File: config.mk
export PLATFORM = sky130hd
export DESIGN_NAME = irb_fifo
export DESIGN_NICKNAME = d
export VERILOG_FILES = /design/src/hdl/irb_fifo.sv
export SDC_FILE = /design/constraint.sdc
export NUM_CORES = 1
export LEC_CHECK = 0
export ABC_AREA = 1
export BUFFER_PORTS_ARGS = -buffer_cell sky130_fd_sc_hd__buf_2
export CELL_PAD_IN_SITES_DETAIL_PLACEMENT = 0
export CELL_PAD_IN_SITES_GLOBAL_PLACEMENT = 1
export CORE_MARGIN = 2
export CORE_UTILIZATION = 48
export CTS_CLUSTER_DIAMETER = 100
export DETAILED_ROUTE_END_ITERATION = 6
export PLACE_DENSITY_LB_ADDON = 0.1
export SETUP_SLACK_MARGIN = 0.05
export SYNTH_ARGS = -nofsm -noshare
export SYNTH_HDL_FRONTEND = slang
export SYNTH_SLANG_ARGS = --single-unit
File: constraint.sdc
create_clock -name clk -period 1.84 [get_ports clk]
set_input_delay 0.368 -clock clk [delete_from_list [all_inputs] [get_ports clk]]
set_output_delay 0.368 -clock clk [all_outputs]
set_load 0.02 [all_outputs]
File: src/hdl/irb_fifo.sv
// Short queue between the coordinate front end and the sampling back end.
// Generic payload width; no package dependencies.
`default_nettype none
module irb_fifo #(
	parameter int WIDTH = 8,
	parameter int DEPTH = 4
) (
	input  wire logic             clk,
	input  wire logic             arst_n,
	input  wire logic             push,
	input  wire logic [WIDTH-1:0] push_data,
	input  wire logic             pop,
	output logic      [WIDTH-1:0] pop_data,
	output logic                  empty,
	output logic [$clog2(DEPTH+1)-1:0] count
);
	localparam int PW = $clog2(DEPTH);

	logic [WIDTH-1:0] mem_q [DEPTH];
	logic [PW-1:0]    wr_ptr_q, rd_ptr_q;
	logic [$clog2(DEPTH+1)-1:0] count_q;

	always_ff @(posedge clk) begin
		if (push)
			mem_q[wr_ptr_q] <= push_data;
	end

	always_ff @(posedge clk or negedge arst_n) begin
		if (!arst_n) begin
			wr_ptr_q <= '0;
			rd_ptr_q <= '0;
			count_q  <= '0;
		end else begin
			if (push)
				wr_ptr_q <= (wr_ptr_q == PW'(DEPTH - 1)) ? '0 : wr_ptr_q + 1'b1;
			if (pop)
				rd_ptr_q <= (rd_ptr_q == PW'(DEPTH - 1)) ? '0 : rd_ptr_q + 1'b1;
			if (push && !pop)
				count_q <= count_q + 1'b1;
			else if (pop && !push)
				count_q <= count_q - 1'b1;
		end
	end

	assign pop_data = mem_q[rd_ptr_q];
	assign empty    = (count_q == '0);
	assign count    = count_q;

	a_no_overflow: assert property (@(posedge clk) disable iff (!arst_n)
		!(push && !pop && count_q == ($clog2(DEPTH+1))'(DEPTH)))
		else $error("queue overflow");
	a_no_underflow: assert property (@(posedge clk) disable iff (!arst_n)
		!(pop && empty))
		else $error("queue underflow");
	a_count_bound: assert property (@(posedge clk) disable iff (!arst_n)
		count_q <= ($clog2(DEPTH+1))'(DEPTH))
		else $error("queue count out of range");
endmodule
`default_nettype wire

* After elaboration in Yosys (flattened, before gate mapping)
Memory sizes are Yosys's and may differ from the RTL's.
Index checks and enable logic that the tools add are counted.
** Operators by class
- Eq/ne operators :: 2
- Shift-type cells :: 0
- Order comparisons :: 0
- Multipliers :: 0
- $add $sub $neg :: 4
- Mux-type cells :: 6
- Bitwise logic cells :: 0
- Reduce and logical (&&, ||, !) cells :: 6
- Div/mod/pow operators :: 0
** Operator list (count)
- 3-bit 2-to-1 mux :: 2
- 2-bit by 1-bit adder with 2-bit output (second input constant) :: 2
- 2-bit == test (second input constant) :: 2
- 2-bit 2-to-1 mux :: 2
- 3-bit by 1-bit adder with 3-bit output (second input constant) :: 1
- 3-bit zero test :: 1
- 3-bit by 1-bit subtractor with 3-bit output (second input constant) :: 1
- 1-bit logical AND :: 2
- 1-bit zero test :: 2
- 1-bit 2-to-1 mux :: 2
- 2-bit nonzero test :: 1
** Storage, ports and cells
- Memories :: 1
- Bits in registers :: 7
- Bits in latches :: 0
- Bits in read-only memories :: 0
- Word-level logic and storage cells :: 22
- Bits in writable memories :: 32
- Bits of input ports :: 12
- Output and inout port bits :: 12
** Memories
- mem_q :: words 4, width 8, read ports 1, clocked after memory_dff 0, wr ports 1, line 19 : logic [WIDTH-1:0] mem_q [DEPTH];

* Longest topological paths before layout
- Depth after elaboration :: 4
- Depth in mapped cells :: 9

* Worst setup path after synthesis
No wires, ideal clock.
- Path type :: flip-flop to output port
- Start point :: register count_q[0] (netlist: count[0])
- End point :: output port empty
- Cell stages (with the launch flop) :: 2
- Required time :: 1472 ps
- Arrival time :: 1025 ps
- Slack :: 447 ps
- Cells stage by stage :: dfrtp_1 > nor3_1
** Between the ends
- Longest elaborated chain between the ends :: 1
** Ends and longest elaborated chain
- start, declared :: line 21 : logic [$clog2(DEPTH+1)-1:0] count_q;
- start signal, assigned :: line 39 : count_q <= count_q + 1'b1;
- start signal, assigned :: line 41 : count_q <= count_q - 1'b1;
- 3-bit zero test :: line 46 : assign empty = (count_q == '0);
- end, declared :: line 14 : output logic empty,
Every way passes these cells.

* Worst setup path after layout
- Start point :: register rd_ptr_q[0]
- End point :: output port pop_data[2]
** Between the ends
- Longest elaborated chain between the ends :: 1
** Ends and longest elaborated chain
- start, declared :: line 20 : logic [PW-1:0] wr_ptr_q, rd_ptr_q;
- start signal, assigned :: line 37 : rd_ptr_q <= (rd_ptr_q == PW'(DEPTH - 1)) ? '0 : rd_ptr_q + 1'b1;
- memory 4 x 8 bit
- end, declared :: line 13 : output logic [WIDTH-1:0] pop_data,
Every way passes these cells.

==> flow_metrics.tcl <==
set metrics [dict create \
    outcome "finished clean" \
    maxCapViolations 0 \
    cts_buffers 5 \
    p_leak_uw 0.000900 \
    die_x_um 63.6 \
    gp_congestion 0.815 \
    h-tree-depth 2 \
    clockBufferDepth 2 \
    syn_nets 163 \
    die_h_um 63.6 \
    period_needed_ns 1.79 \
    dp_cells 211 \
    grt_pass1_vias 1046 \
    fillCellCount 318 \
    syn_area_um2 1700 \
    synth_warnings 0 \
    core.rowCount 21 \
    drive_above_1_share 0.205 \
    synth.yosys.seq_area_share 0.667 \
    critPathLaunchType "flop" \
    cp-startpoint "rd_ptr_q[0]" \
    grt_max_degree 33 \
    hold_class "in2reg" \
    dr.pass1.iters 4 \
    r2r_setup_slack_ns 0.48 \
    synth_top_area_frac 0.564 \
    grt_pass1_wl_um 4790 \
    die_area_um2 4040 \
    yosys.area.top_type "edfxtp_1" \
    max_slew.worst_pin.slew_ns 0.399 \
    syn_to_final_growth_pct 16.1 \
    r2r-start "wr_ptr_q[0]" \
    grt_use_met3 0.0500 \
    r2r-end "mem_q[0][7]" \
    wl_per_cell_um 13.4 \
    use_met2 0.283 \
    pin_count 24 \
    path_clk_slew_ns 0.10 \
    p_per_area_nw_per_um2 1460 \
    crit_type "reg2out" \
    finalHoldViolCount 0 \
    cp-endpoint "pop_data[2]" \
    reg2reg_depth 4 \
    grt_overflow 0 \
    crit_fanout 16 \
    top_usage_layer "met2" \
    finalClockSkew_ns 0.00510 \
    slew_violations 0 \
    clkSinkCount 39 \
    core_um2 3360 \
    wl_um 2980 \
    hold_path.startpoint "push_data[0]" \
    hpwl_um 1960 \
    antenna_found_initial 0 \
    crit_required_ns 1.47 \
    synth_cell_types 18 \
    ant_nets 0 \
    relSlewSlack 0.734 \
    vias_per_cell 4.78 \
    cp_data_arrival_time_ns 1.42 \
    period_share 0.971 \
    port_buffers 23 \
    drt_iter0_drc 36 \
    cts_root_buf "clkbuf_4" \
    clock_latency_ns 0.33 \
    grt_use_total 0.161 \
    timing.final.ws_setup_ns 0.0527 \
    final_net_count 194 \
    start_util 0.506 \
    antenna_cells 0 \
    critPathCaptureType "output port" \
    cts_tree "yes" \
    timing.fmax_mhz 560 \
    final_cells 222 \
    drc 0 \
    avgSynthCellArea_um2 11.8 \
    vias 1062 \
    ys_ff_latch 39 \
    setup_viol 0 \
    grtUsageMet1 0.186 \
    rsz0062_at_grt "true" \
    synthCells 144 \
    place_ws_ns 0.249 \
    synthTopCellsByArea "edfxtp_1, dfrtp_1, nand2_1" \
    cts_setup_buffers 0 \
    utilization 0.588 \
    ir_drop_mv 0.656 \
]
==> Yosys cell counts, drive strengths merged <==
master  number
inv         29
nand2       40
fa           1
edfxtp      32
buf          3
o21ai        4
xnor2        1
nor3         1
clkbuf       1
ha           6
nand4        1
nand3        1
nor2         1
o211ai      16
dfrtp        7
==> per-layer routing <==
layer  vias to the layer above  part of all wire  routed length (um)
li1                        543                 -                   -
met1                       495              0.43                1290
met2                        19              0.51                1510
met3                         5             0.044                 132
met4                         0             0.015                  46
met5                         -                 0                   0
==> cells by family after synthesis <==
kind of cell | share of synthesized area
DFF | 0.667
and+or+nand+nor | 0.0999
adders and majority gates | 0.0558
xor gates and xnor gates | 0.00514
AOI/OAI and AO/OA | 0.0823
buffers and inverters | 0.0896
==> critical path, stage by stage (launching register included) <==
cell and delay (ns):
dfrtp_1 0.44, inv_4 0.12, buf_12 0.15, nand2_1 0.06, o211ai_1 0.09, nand2_1 0.08, buf_2 0.16
==> worst min path at each step <==
stage / depth (start not counted) / endpoint
finish: 1 / mem_q[0][0]
global route: 1 / mem_q[2][0]
CTS: 1 / mem_q[0][0]
detailed placement: 1 / count[0]
global placement: 1 / count[0]
floorplan: 0 / count[0]
==> flip-flops by register name (all words and copies together) (netlist names) <==
| name | flops |
|---|---|
| count | 3 |
| wr_ptr_q | 2 |
| rd_ptr_q | 2 |
| mem_q | 32 |
==> power by group <==
group / leakage, uW / internal (uW) / switching (uW) / total, uW
registers: 0.000379 / 1160 / 122 / 1280
clock network: 0.0000353 / 185 / 245 / 430
logic: 0.000487 / 454 / 734 / 1190
==> final cells by class <==
class | instances | area, um^2 | share of cell area
repair buffers | 28 | 195 | 0.0987
multi-input cells | 72 | 414 | 0.209
clock inverters | 1 | 5.00 | 0.00253
clock buffers | 7 | 55.1 | 0.0278
well taps | 46 | 57.6 | 0.0291
inverters | 29 | 114 | 0.0576
flip-flops and latches | 39 | 1140 | 0.575
==> per-stage QoR <==
stage / total power (uW) / TNS (ns) / hold WS [ns] / instance area [um^2]
after global routing: 3130 / -0.120 / 0.219 / 1980
after global placement: 2350 / 0 / 0.215 / 1860
after floorplan: 2060 / 0 / 0.0724 / 1700
after CTS: 2830 / 0 / 0.232 / 1930
final: 2890 / 0 / 0.245 / 1980
after detailed placement: 2400 / 0 / 0.223 / 1860
==> repair_timing <==
| item | 4_1_cts | 5_1_grt |
|---|---|---|
| hold buffers | 1 | 0 |
| cloned | 0 | 2 |
| resized for setup | 0 | 4 |
| endpoints found under the setup margin | 2 | 8 |
| hold endpoints to repair | 7 | 0 |
| pin swaps | 0 | 2 |
==> cell usage in the layout (no fill, tap or decap), types with 2 or more instances in the layout <==
| cell | n |
|---|---|
| ha_1 | 6 |
| inv_4 | 2 |
| clkbuf_4 | 5 |
| buf_2 | 22 |
| buf_6 | 2 |
| nand2_1 | 40 |
| dfrtp_1 | 7 |
| edfxtp_1 | 32 |
| o211ai_1 | 16 |
| inv_1 | 27 |
| o21ai_0 | 3 |
(Power assumes the default switching activity.)
