===== src/hdl/irb_pkg.sv =====
// Package for the bilinear image rotation block.
// Holds the configuration record, register indexes and fixed-point constants.
// No dependencies.
`default_nettype none
package irb_pkg;
	localparam int Q_BITS = 14;

	typedef enum logic [2:0] {
		REG_IMAGE_WIDTH  = 3'd0,
		REG_IMAGE_HEIGHT = 3'd1,
		REG_COS_Q14      = 3'd2,
		REG_SIN_Q14      = 3'd3,
		REG_GRAY_MODE    = 3'd4
	} cfg_reg_t;

	localparam logic FUNC_WRITE = 1'b0;
	localparam logic FUNC_QUERY = 1'b1;

	typedef struct packed {
		logic [8:0]         image_width;
		logic [8:0]         image_height;
		logic signed [15:0] cos_q14;
		logic signed [15:0] sin_q14;
		logic               gray_mode;
	} cfg_t;
endpackage
`default_nettype wire


===== src/hdl/irb_front.sv =====
// Front end: takes items, maps query positions through the rotation and
// classifies them as inside or outside. Depends on irb_pkg.
`default_nettype none
module irb_front #(
	parameter int MAX_WIDTH  = 256,
	parameter int MAX_HEIGHT = 256,
	parameter int FRAC_BITS  = 8,
	parameter int XW = 8,
	parameter int YW = 8,
	parameter int EW = 64
) (
	input  wire logic          clk,
	input  wire logic          arst_n,
	input  wire irb_pkg::cfg_t cfg,
	input  wire logic          take,
	input  wire logic          func,
	input  wire logic [7:0]    pos_x,
	input  wire logic [7:0]    pos_y,
	input  wire logic [23:0]   pixel,
	output logic               push,
	output logic [EW-1:0]      push_data
);
	import irb_pkg::*;

	logic [8:0] w_eff, h_eff;
	logic [7:0] cx, cy;

	logic              v_s1, func_s1, out_s1, wr_ok_s1;
	logic [7:0]        x_s1, y_s1, cx_s1, cy_s1;
	logic signed [9:0] dx_s1, dy_s1;
	logic [23:0]       pix_s1;

	logic               v_s2, func_s2, out_s2, wr_ok_s2;
	logic [7:0]         x_s2, y_s2, cx_s2, cy_s2;
	logic signed [25:0] cdx_s2, sdy_s2, cdy_s2, sdx_s2;
	logic [23:0]        pix_s2;

	logic signed [29:0] rx, ry, limx, limy;
	logic               in_area;
	logic [XW-1:0]      px;
	logic [YW-1:0]      py;
	logic [FRAC_BITS-1:0] fx, fy;

	always_comb begin
		w_eff = (32'(cfg.image_width) > MAX_WIDTH) ? 9'(MAX_WIDTH) : cfg.image_width;
		h_eff = (32'(cfg.image_height) > MAX_HEIGHT) ? 9'(MAX_HEIGHT) : cfg.image_height;
		cx = w_eff[8:1];
		cy = h_eff[8:1];
	end

	always_ff @(posedge clk or negedge arst_n) begin
		if (!arst_n) begin
			v_s1 <= 1'b0;
			v_s2 <= 1'b0;
		end else begin
			v_s1 <= take;
			v_s2 <= v_s1;
		end
	end

	always_ff @(posedge clk) begin
		func_s1  <= func;
		x_s1     <= pos_x;
		y_s1     <= pos_y;
		cx_s1    <= cx;
		cy_s1    <= cy;
		pix_s1   <= pixel;
		out_s1   <= ({1'b0, pos_x} >= w_eff) || ({1'b0, pos_y} >= h_eff);
		wr_ok_s1 <= (32'(pos_x) < MAX_WIDTH) && (32'(pos_y) < MAX_HEIGHT);
		dx_s1    <= $signed({2'b0, pos_x}) - $signed({2'b0, cx});
		dy_s1    <= $signed({2'b0, pos_y}) - $signed({2'b0, cy});

		func_s2  <= func_s1;
		x_s2     <= x_s1;
		y_s2     <= y_s1;
		cx_s2    <= cx_s1;
		cy_s2    <= cy_s1;
		pix_s2   <= pix_s1;
		out_s2   <= out_s1;
		wr_ok_s2 <= wr_ok_s1;
		cdx_s2   <= cfg.cos_q14 * dx_s1;
		sdy_s2   <= cfg.sin_q14 * dy_s1;
		cdy_s2   <= cfg.cos_q14 * dy_s1;
		sdx_s2   <= cfg.sin_q14 * dx_s1;
	end

	// Source position in Q14, then the range test against the interpolation area.
	always_comb begin
		rx   = 30'(cdx_s2) + 30'(sdy_s2) + $signed({8'b0, cx_s2, 14'b0});
		ry   = 30'(cdy_s2) - 30'(sdx_s2) + $signed({8'b0, cy_s2, 14'b0});
		limx = $signed({7'b0, 9'(w_eff - 9'd1), 14'b0});
		limy = $signed({7'b0, 9'(h_eff - 9'd1), 14'b0});
		in_area = !out_s2 && (rx >= 0) && (rx < limx) && (ry >= 0) && (ry < limy)
			&& (w_eff >= 9'd2) && (h_eff >= 9'd2);
		fx = rx[Q_BITS-1 -: FRAC_BITS];
		fy = ry[Q_BITS-1 -: FRAC_BITS];
		if (func_s2 == FUNC_QUERY) begin
			px = rx[Q_BITS+XW-1:Q_BITS];
			py = ry[Q_BITS+YW-1:Q_BITS];
		end else begin
			px = XW'(x_s2);
			py = YW'(y_s2);
		end
	end

	assign push = v_s2;
	assign push_data = {func_s2, (func_s2 == FUNC_QUERY) ? in_area : wr_ok_s2,
		px, py, fx, fy, pix_s2};
endmodule
`default_nettype wire


===== config.mk =====
export PLATFORM = sky130hd
export DESIGN_NAME = irb_front
export DESIGN_NICKNAME = d
export VERILOG_FILES = /design/src/hdl/irb_pkg.sv /design/src/hdl/irb_front.sv
export SDC_FILE = /design/constraint.sdc
export NUM_CORES = 2
export LEC_CHECK = 0
export BUFFER_PORTS_ARGS = -buffer_cell sky130_fd_sc_hd__buf_2
export CAP_MARGIN = 20
export CORE_UTILIZATION = 45
export DETAILED_ROUTE_END_ITERATION = 10
export PLACE_DENSITY = 0.67
export SLEW_MARGIN = 20
export SYNTH_ARGS = -nofsm -noshare
export SYNTH_HDL_FRONTEND = slang
export SYNTH_SLANG_ARGS = --single-unit

===== constraint.sdc =====
create_clock -name clk -period 5.6 [get_ports clk]
set_clock_uncertainty 0.1 [all_clocks]
set_input_delay 1.12 -clock clk [delete_from_list [all_inputs] [get_ports clk]]
set_output_delay 1.12 -clock clk [all_outputs]
set_load 0.02 [all_outputs]

Word-level counts from Yosys, hierarchy flattened
Index checks and enable logic that the tools add are counted.
{"block": "totals", "regBits": 236, "latch_bits": 0, "ram_bits": 0, "rom_bits": 0, "input_bits": 95, "elab_cells": 57, "mem_count": 0}
{"block": "op_classes", "addsub": 8, "multipliers": 4, "div_mod_pow": 0, "n_lt_le_gt_ge": 10, "eq_ne": 0, "shifts": 0, "muxes": 5, "n_bitwise": 0, "n_reduce_logical": 8}
{"op": "$mul 16x9->25", "count": 4}
{"op": "$add 26x23->27", "count": 2}
{"op": "$ge 27x1->1 const B", "count": 2}
{"op": "$lt 27x24->1", "count": 2}
{"op": "$add 25x25->26", "count": 1}
{"op": "$sub 25x25->26", "count": 1}
{"op": "$ge 8x9->1", "count": 2}
{"op": "$ge 9x2->1 const B", "count": 2}
{"op": "$gt 9x9->1 const B", "count": 2}
{"op": "$mux 9", "count": 2}
{"op": "$sub 8x8->9", "count": 2}
{"op": "$sub 9x1->9 const B", "count": 2}
{"op": "$mux 8", "count": 2}
{"op": "$logic_and 1x1->1", "count": 6}
{"op": "$logic_not 1->1", "count": 1}
{"op": "$logic_or 1x1->1", "count": 1}
{"op": "$mux 1", "count": 1}

Depth between registers and ports, before layout
{"block": "depth", "depth_word": 10, "depth_mapped": 23}

Worst setup path before layout
No wires, ideal clock.
{"block": "synth_timing", "path_kind": "input-to-reg", "start": "input port cfg[5] in the netlist's numbering", "end": "register sdy_s2[23]", "setup_time_ns": 0.072, "arrival_time_ns": 6.458, "slack_ns": -1.030, "cell_stages": 23, "cell_sequence": "clkbuf_1 -> clkbuf_1 -> nand2_1 -> fa_1 -> fa_1 -> inv_1 -> ha_1 -> inv_1 -> fa_1 -> inv_1 -> ha_1 -> ha_1 -> fa_1 -> a21o_1 -> a21oi_1 -> o21ai_0 -> a211oi_1 -> o31ai_1 -> o41ai_1 -> o21ai_0 -> nand2b_1 -> a31oi_1 -> xnor2_1"}
{"block": "synth_between", "elab_chain_cells": 1}
{"element": "start, declared", "line_no": "irb_front.sv:14", "rtl": "input wire irb_pkg::cfg_t cfg,"}
{"element": "$mul 16x9->25", "line_no": "irb_front.sv:82", "rtl": "sdy_s2 <= cfg.sin_q14 * dy_s1;"}
{"element": "end signal, assigned", "line_no": "irb_front.sv:82"}
{"element": "end, declared", "line_no": "irb_front.sv:35", "rtl": "logic signed [25:0] cdx_s2, sdy_s2, cdy_s2, sdx_s2;"}
Every way passes these cells.

Worst setup path in the final report
{"block": "layout_timing", "start": "register sdy_s2[1]", "end": "output port push_data[56]"}
{"block": "layout_between", "elab_chain_cells": 10, "word_cells_on_any_way": 11, "cone_classes": "add/sub (2); order compare (2); mux (1); reduce/logical (6)"}
{"element": "$add 25x25->26 *", "line_no": "irb_front.sv:89", "rtl": "rx = 30'(cdx_s2) + 30'(sdy_s2) + $signed({8'b0, cx_s2, 14'b0});"}
{"element": "$add 26x23->27 *", "line_no": "irb_front.sv:89"}
{"element": "$ge 27x1->1", "line_no": "irb_front.sv:93", "rtl": "in_area = !out_s2 && (rx >= 0) && (rx < limx) && (ry >= 0) && (ry < limy)"}
{"element": "$logic_and 1x1->1", "line_no": "irb_front.sv:93"}
{"element": "$logic_and 1x1->1 * (3 in series)", "line_no": "irb_front.sv:93"}
{"element": "$logic_and 1x1->1 * (2 in series)", "line_no": "irb_front.sv:94", "rtl": "&& (w_eff >= 9'd2) && (h_eff >= 9'd2);"}
{"element": "$mux 1 *", "line_no": "irb_front.sv:107", "rtl": "assign push_data = {func_s2, (func_s2 == FUNC_QUERY) ? in_area : wr_ok_s2,"}
{"element": "end, declared", "line_no": "irb_front.sv:21", "rtl": "output logic [EW-1:0] push_data"}
Mark *: on every way between the ends. The rest lies on a longest branch, timed or not.

==> out/metrics.cfg <==
[clock_tree]
cts_tree = done
cts.clk_slew.worst_paths_ns = 0.06
cts_made_buffers = 28
clock_latency_ns = 0.58
root_buffer = clkbuf_16
postCtsHoldBufs = 0
cts_sinks = 236
htreeDepth = 1
clock_path_buffers = 3

[drt]
vias = 22730
initialDrtViolationCount = 1146
wl_mm = 75.03
drt_pass1_iterations = 8
ant_nets = 0
routed-wl-met2_mm = 36.55
met1_length_mm = 32.33
vias_per_cell = 4.972
routedWlPerCell_um = 16.41
wl_met3_mm = 3.150
dr.max_layer_used = met5
drc = 0

[sta]
setup_viol = 1
min_period_over_period = 1.114
timing.fmax_mhz = 160.4
final-max-slew-violation-count = 0
max_slew_margin = 0.2923
setup_ws_ns = -0.6358
worst_pin_slew_ns = 1.047
hold_violations = 0
period_minus_slack_ns = 6.236
rsz0062_at_grt = true

[critical_path]
arrival_ns = 5.02
cp.required_ns = 4.38
end_kind = primary output
cp_max_fo = 3
start_kind = flop
crit_type = reg -> out

[synthesis]
synthCells = 3221
synth_adder_area_share = 0.4746
yosysSeqAreaShare = 0.1579
synth.top_cell.area_share = 0.3311
synthFlopType = dfxtp_1
synth_xor_area_frac = 0.04322
synth.most_common_cell = inv_1
synthTopCellsByCount = 657 x inv_1, 496 x fa_1, 344 x ha_1, 342 x nand2_1, 239 x and2_1
synth_edf_count = 0
async_flop_share = 0.008475
synth_compound_area_frac = 0.07559
yosysUniqueCellTypes = 72
synth_area_per_cell_um2 = 9.312
synthSimpleGateAreaFrac = 0.1438
yosysWarnings = 0
yosys.area.top_type = fa_1
syn_area_um2 = 29990
synthTopCellsByArea = fa_1 33%, dfxtp_1 16%, ha_1 14%, inv_1 8.2%, and2_1 5.0%
synth_top_family_by_area = adder cells
muxShareOfSynthArea = 0.007676
synth-seq-cells = 236

[final_layout]
syn_to_final_growth_pct = 22.57
finalNonFillerCells = 4572
nets = 4621
final_cell_area_um2 = 36760
postLayoutCoreUtil = 0.5582
drive_above_1_share = 0.2077
fillers = 5897
n_antenna_cell = 0

[placed_design]
dp_hpwl_mm = 61.28
preCtsSetupSlack_ns = -0.8682
placed_area_um2 = 34650
gp_congestion = 0.8971
portBuffers = 152
placed_cells = 4497

[status]
violations = setup timing
status = complete, but fails checks

[global_route]
grt_first_pass_wirelength_mm = 121.9
first_global_vias = 23360
grt-ovfl-total = 0
grt_max_degree = 33
grt_usage = 0.2290
antenna_found_initial = 2

[floorplan]
io_pins = 160
core_um2 = 65860
dieHeight_um = 260.2
die_w_um = 260.2
initial_utilization = 0.4554
die-area_um2 = 67690
placementRows = 94

[flow_run]
drv_cap = 0

[min_path]
hold_class = in -> async

-- routing by layer --
| metal | global-route usage | vias up |
|---|---|---|
| li1 | - | 10870 |
| met1 | 0.3025 | 11270 |
| met2 | 0.3822 | 475 |
| met3 | 0.02661 | 113 |
| met4 | 0.09129 | 2 |
| met5 | 0 | - |
-- path summary, 6_finish.rpt --
check | cells past startpoint | start | endpoint | slack (ns)
worst max register to register | 21 | dy_s1[0] | sdy_s2[21] | 0.19
max in group asynchronous | 1 | arst_n | v_s1 | 5.10
min in group clk | 0 | pix_s1[0] | pix_s2[0] | 0.22
worst min register to register | 0 | pix_s1[0] | pix_s2[0] | 0.22
worst min-delay path | 1 | arst_n | push | 0.21
worst max-delay path | 23 | sdy_s2[1] | push_data[56] | -0.64
-- stage by stage --
stage / TNS, ns / hold slack [ns]
finish: -0.6358 / 0.2088
global route: -1.167 / 0.1968
CTS: -0.8521 / 0.1839
detailed placement: -18.58 / 0.2121
global placement: -17.08 / 0.2096
floorplan: -1.465 / 0.2096
-- worst max-delay path, cell delays in order (launching register included) --
cell and delay (ns):
dfxtp_2 0.33, ha_4 0.24, ha_4 0.16, inv_2 0.05, fa_2 0.19, nor2b_2 0.05
o31ai_4 0.32, a211oi_4 0.15, o2111ai_2 0.20, nand3_2 0.16, a221o_1 0.34, a21oi_2 0.18
xnor2_2 0.11, ha_2 0.19, a21o_1 0.15, a21o_1 0.14, a22oi_1 0.17, buf_4 0.16
nand2_1 0.05, a21oi_1 0.12, o21ai_1 0.08, or4b_4 0.53, o31ai_4 0.21, buf_6 0.15
-- state kept, by name, indices dropped and copies added, names as in the netlist, 9 cells and up --
register  count
cdx_s2       25
cdy_s2       25
sdx_s2       25
sdy_s2       25
pix_s1       24
pix_s2       24
dx_s1         9
dy_s1         9
-- what timing repair did --
| item | 4_1_cts | 5_1_grt |
|---|---|---|
| pin swaps | 22 | 92 |
| setup endpoints to repair | 8 | 26 |
| resized for setup | 37 | 189 |
| setup buffers | 5 | 19 |
| gates cloned | 0 | 1 |
-- logic make-up after synthesis --
kind of cell               count (synthesis)
muxes                                     21
buffers and inverters                    769
DFF                                      236
adders and majority gates                840
and+or+nand+nor                          865
AOI/OAI and AO/OA                        341
other                                      1
xor gates and xnor gates                 148
-- final cells by class --
type,instances,area [um2],share of cell area
clock buffers,35,768.2,0.02090
repair buffers,541,4198,0.1142
well taps,864,1081,0.02941
inverters,658,2470,0.06718
clock inverters,17,200.2,0.005446
multi-input cells,2221,23290,0.6336
flip-flops and latches,236,4753,0.1293
-- layout by cell type (no fill, tap or decap), drive strengths merged, types with 5 or more instances in the layout --
cell and n:
xor2 43, nor4 7, o21bai 16, nand4 8, buf 534, ha 344, nand2b 53, o21ai 53
or2 8, a21boi 5, a211oi 17, and3 12, conb 6, nand2 342, a31o 5, clkinv 7
o21a 21, nor2 80, clkbuf 42, nor3 37, dfxtp 234, mux2 16, a21oi 97, a211o 9
and2 239, a31oi 8, nand3 32, a21o 56, o211ai 11, o31ai 5, fa 496, a2111oi 7
inv 662, xnor2 105, nor2b 23, mux2i 5, or3 8
Power is not shown: default switching activity piles up to over one toggle a cycle in this logic, so the estimate is an artifact.
